## src/hdl/rbsi_pkg.sv

```systemverilog
// Package for the ray/box slab interval block: shared types and constants.
// No dependencies.
`timescale 1ns / 1ps
package rbsi_pkg;
	localparam int AXES = 3;
	localparam int WBITS = 32;

	// Classified item passed from the front part to the back part.
	typedef struct packed {
		logic [AXES-1:0][WBITS:0] num_lo;
		logic [AXES-1:0][WBITS:0] num_hi;
		logic [AXES-1:0][WBITS-1:0] dir;
		logic [AXES-1:0] active;
		logic in_slab;
		logic no_dir;
	} rbsi_job_t;
endpackage

```

## src/hdl/rbsi_front.sv

```systemverilog
// Front part: accepts a request, classifies each axis, forms slab numerators.
// Depends on rbsi_pkg.
`timescale 1ns / 1ps
module rbsi_front (
	input logic clk,
	input logic arst_n,
	input logic in_valid,
	output logic in_ready,
	input logic [12*rbsi_pkg::WBITS-1:0] in_data,
	output logic job_valid,
	input logic job_ready,
	output rbsi_pkg::rbsi_job_t job
);
	localparam int WORD_BITS = rbsi_pkg::WBITS;

	// Two entry queue toward the back part.
	rbsi_pkg::rbsi_job_t q_mem_q [2];
	logic [1:0] cnt_q;
	logic wp_q, rp_q;
	rbsi_pkg::rbsi_job_t nj;
	logic push, pop;

	always_comb begin
		logic signed [WORD_BITS-1:0] o, d, l, h;
		nj = '0;
		nj.in_slab = 1'b1;
		for (int a = 0; a < 3; a++) begin
			o = in_data[a*WORD_BITS +: WORD_BITS];
			d = in_data[(3+a)*WORD_BITS +: WORD_BITS];
			l = in_data[(6+2*a)*WORD_BITS +: WORD_BITS];
			h = in_data[(7+2*a)*WORD_BITS +: WORD_BITS];
			nj.dir[a] = d;
			nj.active[a] = (d != '0);
			nj.num_lo[a] = {l[WORD_BITS-1], l} - {o[WORD_BITS-1], o};
			nj.num_hi[a] = {h[WORD_BITS-1], h} - {o[WORD_BITS-1], o};
			if (d == '0 && (o < l || o > h)) nj.in_slab = 1'b0;
		end
		nj.no_dir = (nj.active == '0);
	end

	assign in_ready = (cnt_q != 2'd2);
	assign push = in_valid && in_ready;
	assign job_valid = (cnt_q != 2'd0);
	assign pop = job_valid && job_ready;
	assign job = q_mem_q[rp_q];

	always_ff @(posedge clk) begin
		if (push) q_mem_q[wp_q] <= nj;
	end

	always_ff @(posedge clk or negedge arst_n) begin
		if (!arst_n) begin
			cnt_q <= '0;
			wp_q <= 1'b0;
			rp_q <= 1'b0;
		end else begin
			if (push) wp_q <= ~wp_q;
			if (pop) rp_q <= ~rp_q;
			cnt_q <= cnt_q + {1'b0, push} - {1'b0, pop};
		end
	end

	a_cnt: assert property (@(posedge clk) disable iff (!arst_n) cnt_q != 2'd3)
		else $error("queue count out of range");
	a_full: assert property (@(posedge clk) disable iff (!arst_n)
		cnt_q == 2'd2 |-> !in_ready) else $error("accept while full");
	a_ovf: assert property (@(posedge clk) disable iff (!arst_n)
		(cnt_q == 2'd2 && !pop) |=> cnt_q == 2'd2) else $error("queue lost an entry");
endmodule

```

## config.mk

```make
export PLATFORM = sky130hd
export DESIGN_NAME = rbsi_front
export DESIGN_NICKNAME = d
export VERILOG_FILES = /design/src/hdl/rbsi_pkg.sv /design/src/hdl/rbsi_front.sv
export SDC_FILE = /design/constraint.sdc
export NUM_CORES = 1
export LEC_CHECK = 0
export BUFFER_PORTS_ARGS = -buffer_cell sky130_fd_sc_hd__buf_2
export CAP_MARGIN = 25
export CORE_AREA = 2 2 266 268
export DETAILED_ROUTE_END_ITERATION = 8
export DIE_AREA = 0 0 268 270
export GPL_TIMING_DRIVEN = 0
export PLACE_DENSITY = 0.66
export SLEW_MARGIN = 10
export SYNTH_ARGS = -nofsm -noshare
export SYNTH_HDL_FRONTEND = slang
export SYNTH_SLANG_ARGS = --single-unit
```

## constraint.sdc

```tcl
create_clock -name clk -period 15.3 [get_ports clk]
set_clock_uncertainty 0.1 [all_clocks]
set_input_delay 0 -clock clk [delete_from_list [all_inputs] [get_ports clk]]
set_output_delay 0 -clock clk [all_outputs]
set_load 0.01 [all_outputs]
```

---- Yosys cells after proc, flatten, opt, wreduce, memory -nomap -nowiden ----
Memory sizes are Yosys's and may differ from the RTL's.
Cells that the tools add are included.
word-level totals
  register bits ........................... 4
  bits in writable memories ............... 598
  bits of input ports ..................... 388
  output and inout port bits .............. 301
  memories kept ........................... 1
operators by class
  $add $sub $neg .......................... 8
  order comparisons ....................... 6
  equal/unequal tests ..................... 1
  muxes and demuxes ....................... 5
  bitwise operators ....................... 2
  reduce and logical (&&, ||, !) cells .... 16
memory list
  memory   depth  width  read ports  clocked after memory_dff  write ports  line              text
  q_mem_q  2      299    1           0                         1            rbsi_front.sv:17  rbsi_pkg::rbsi_job_t q_mem_q [2];
operator list
  kind                                  count
  subtractor 32 x 32 -> 33 bit          6
  > comparator 32 bit                   3
  logical NOT 32 bit                    3
  less-than comparator 32 bit           3
  nonzero test 32 bit                   3
  logical AND 1 bit                     5
  two-way mux 1 bit                     5
  logical NOT 3 bit                     1
  logical OR 1 bit                      3
  adder 2 x 1 -> 2 bit                  1
  != test 2 bit, second input constant  1
  inverter 1 bit                        2
  nonzero test 2 bit                    1
  subtractor 2 x 1 -> 2 bit             1

---- Logic depth before layout (Yosys ltp) ----
  word-level depth ........................ 6
  gate-level depth with buffers ........... 12

---- Least setup slack after synthesis ----
Ideal clock, no wire load.
  path kind ............................... register to register
  from .................................... reg cnt_q[1]
  to ...................................... mem q_mem_q[0][0] in the netlist's numbering (enable)
  library setup time ...................... 965 ps
  arrival ................................. 13041 ps
  setup slack ............................. 1193 ps
  cell stages (with the launch flop) ...... 4
  clock period less this slack ............ 14107 ps
  path through ............................ dfrtp_1 -> nand2b_1 -> nand2_1 -> nor2_1
on the way
  word-level cells in the longest chain between the ends .. 4
ends and longest elaborated chain
  what                                     line              text
  start: declaration                       rbsi_front.sv:18  logic [1:0] cnt_q;
  start signal: assignment                 rbsi_front.sv:59  cnt_q <= cnt_q + {1'b0, push} - {1'b0, pop};
  != test 2 bit                            rbsi_front.sv:41  assign in_ready = (cnt_q != 2'd2);
  via in_ready                             rbsi_front.sv:8   output logic in_ready,
  logical AND 1 bit                        rbsi_front.sv:42  assign push = in_valid && in_ready;
  two-way mux 1 bit                        rbsi_front.sv:48  if (push) q_mem_q[wp_q] <= nj;
  two-way mux 1 bit (implied by the code)  rbsi_front.sv:48
  end: declaration                         rbsi_front.sv:17
The timed path passes the listed nets, and every way through them passes these cells.

==> summary.txt <==
Status
  • Outcome: complete, no violations

Route
  • Drt pass-1 iters: 5
  • Drc violations: 0
  • Initial DRC count: 1,949
  • Via count: roughly 26,000
  • Antenna-violating nets left: 0
  • Routed Wire Length: 101 mm
  • Routed WL per cell: 21.3 µm
  • DR vias/cell: 5.45

Critical path
  • Critical path endpoint category: flop
  • Worst Path Required: approximately 16,000 ps
  • R2R setup slack: about 13,000 ps
  • Setup Crit Path Kind: input port to flop
  • Worst-path fanout max: 4
  • Startpoint class of the critical path: input port
  • Critical path arrival: ~4200 ps

Synth
  • Post-synthesis async set-or-reset flop share: 0.664%
  • Post-synthesis register bit count: about 600
  • Yosys cell types: around 70
  • Mean Syn Cell Area: around 13 µm²
  • Top cell type's share of synthesized area: a little under three fifths
  • Yosys Warn Count: 0
  • Most instantiated library cell after synthesis: edfxtp_1
  • Sequential share of the synthesized area: a little under three fifths
  • Ys flop type: edfxtp_1
  • Synthesized net count: 3,100
  • Post-synth top cells: edfxtp_1, mux2_2, ha_1
  • Post-Syn Area: around 32,000 µm²
  • EDFF count, synth: 598
  • Synth Instances: between 2,000 and 3,000
  • Largest area contributor in the netlist: edfxtp_1
  • Area contributors post-synth: edfxtp_1, mux2_2, ha_1

Place
  • GPL Wtd Cong: ~0.96
  • DP Area: between 30,000 and 40,000 µm²
  • Number of port buffers: roughly 690
  • DPL Wire Length: 74.1 mm

STA
  • Final setup violation count: 0
  • Slew Limit Fails: 0
  • FMAX: ~250 MHz
  • TNS Setup: 0 ps
  • Worst-Margin Slew: 851 ps
  • Fin. Hold Viols: 0
  • Slew HR: 43.1%
  • RSZ-0062 raised after global routing: no
  • Fin crit share: between 20% and 30%
  • Final min period: about 4000 ps

Power and ir drop
  • P_leak: around 18 nW
  • Combinational power share: 38.2%
  • Switching share of total power: between 30 and 40%
  • Clock power share: roughly 25%
  • Seq pwr share: a little under two fifths
  • PD cells: 148 nW/µm²
  • Total power: 0.00651 W
  • NetSw: about 0.0022 W
  • Cell Int Power: around 0.0043 W
  • VDD IR-drop max: ~140 µV

Clock network
  • Deepest clock path buffer count: 3
  • CTS Buf Count: 66
  • H-tree Lvls: 3
  • CTS sink cnt: between 600 and 700
  • Number of setup buffers added after CTS: 0
  • Root Buffer Master: clkbuf_16
  • Worst-skew pair later-pin latency: just over 600 ps
  • Clock slew at reported path FFs: around 60 ps
  • CTS tree: done

Run
  • Maxcap violations: 0

Global route
  • Number of global-route vias before repair: 26,500
  • Initial antenna violation count: 11
  • Total Routing Usage GR: between 20% and 30%
  • Grt total ovfl: 0
  • First-pass GRT wire length: ~150 mm
  • Largest net degree at the start of global routing: between 50 and 60

Floorplan
  • Die area: 72,400 µm²
  • Core region area: about 70,000 µm²
  • # IOs: 689
  • Starting density of the core: a little under half
  • Die W: between 200 and 300 µm
  • Site Rows: 97
  • Die Ht: between 200 and 300 µm

Layout
  • Final Cell Area: ~44,000 µm²
  • Layout cell share with drive strength beyond 1: slightly below 30%
  • Area grow syn2layout: 36.7%
  • NumNets Final: 4,324

Min path
  • Worst Hold Class: input port to flop
## layout by cell type (no fill, tap or decap), types with 15 or more instances in the layout
cell type and n:
edfxtp_1 598, nor4_1 32, o21ai_0 94, a31oi_1 21, a21o_1 79, nand4_1 30, inv_1 165, o21a_1 31
or3_1 15, nor2_1 114, xor2_1 42, xnor2_1 111, o211ai_1 18, and3_1 24, a211oi_1 15, o31ai_1 16
clkbuf_16 66, nor2b_1 31, mux2_2 299, a21oi_1 166, nand2b_1 25, o21bai_1 22, nand2_1 96, clkbuf_1 76
buf_2 688, ha_1 200, dlygate4sd3_1 446, nor3_1 35, nand3_1 27
## flip-flops by register name, summed over array words and instances (netlist names)
register,cells
rp_q,1
cnt_q,2
wp_q,1
q_mem_q,598
## through the flow
step                      hold slack [ps]  util (%)  instances  setup WS (ps)
after floorplan                      -396         -       2506           1190
after global placement               -293      52.9       4134          -6310
after detailed placement             -290      53.7       4156          11550
after CTS                           0.267      63.2       4717          11430
after global routing                 11.5      63.3       4724          11080
final                                31.7      63.3       4725          11310
## power groups by stage
stage	Clock (W)	Combinational, W	Sequential [W]
2_1_floorplan	0	0.00134	0.00260
3_3_place_gp	0	0.00220	0.00272
3_5_place_dp	0	0.00233	0.00245
4_1_cts	0.00164	0.00248	0.00241
5_1_grt	0.00170	0.00265	0.00244
6_report	0.00161	0.00248	0.00242
## worst max-delay path, cell delays in order
cell and delay (ps):
dlygate4sd3_1 560, buf_2 140, ha_1 220, fa_1 420, nor2b_1 200, o31a_1 240, nor3_1 120, o41ai_2 490
a22oi_1 270, o211ai_1 320, nor4_1 130, nor4_1 430, o41ai_1 100, dlygate4sd3_1 580
## routing by layer
metal  GRT usage (%)  part of all wire (%)
met1            31.1                    38
met4            13.7                   5.0
met3            6.27                   8.0
met5               0                 0.041
met2            46.1                    49
## layout make-up
cell class	count	area, µm²
antenna	8	20.0
buffer	61	230
clock buffer	83	1720
clock inverter	32	458
fill	5240	25500
inverter	165	619
multi-input combinational	1678	13300
sequential	602	18100
tap	940	1180
timing repair buffer	1156	8420
## cell families (layout without fill, tap and decap cells)
family / after synthesis / count (layout) / synth area share [%]
AOI/OAI and AO/OA: 551 / 551 / 11.2
xor gates and xnor gates: 153 / 153 / 4.16
adders and majority gates: 206 / 206 / 8.15
buffers and inverters: 226 / 1497 / 2.63
DFF: 602 / 602 / 56.1
muxes: 301 / 301 / 10.5
other: 0 / 8 / 0
and+or+nand+nor: 467 / 467 / 7.28
## worst paths after layout
kind | startpoint | end | cells after the start
worst max-delay path | in_data[32] | q_mem_q[0][166] | 14
worst min-delay path | in_data[98] | q_mem_q[0][7] | 2
worst max register to register | cnt_q[1] | q_mem_q[0][260] | 8
worst min register to register | cnt_q[1] | cnt_q[1] | 1
max in group asynchronous | arst_n | rp_q | 3
min in group asynchronous | arst_n | cnt_q[1] | 3
## what timing repair did
action / 4_1_cts / 5_1_grt
endpoints found under the hold margin: 585 / 0
hold buffers: 446 / 0
resized for setup: 0 / 0
(Power assumes the default switching activity.)
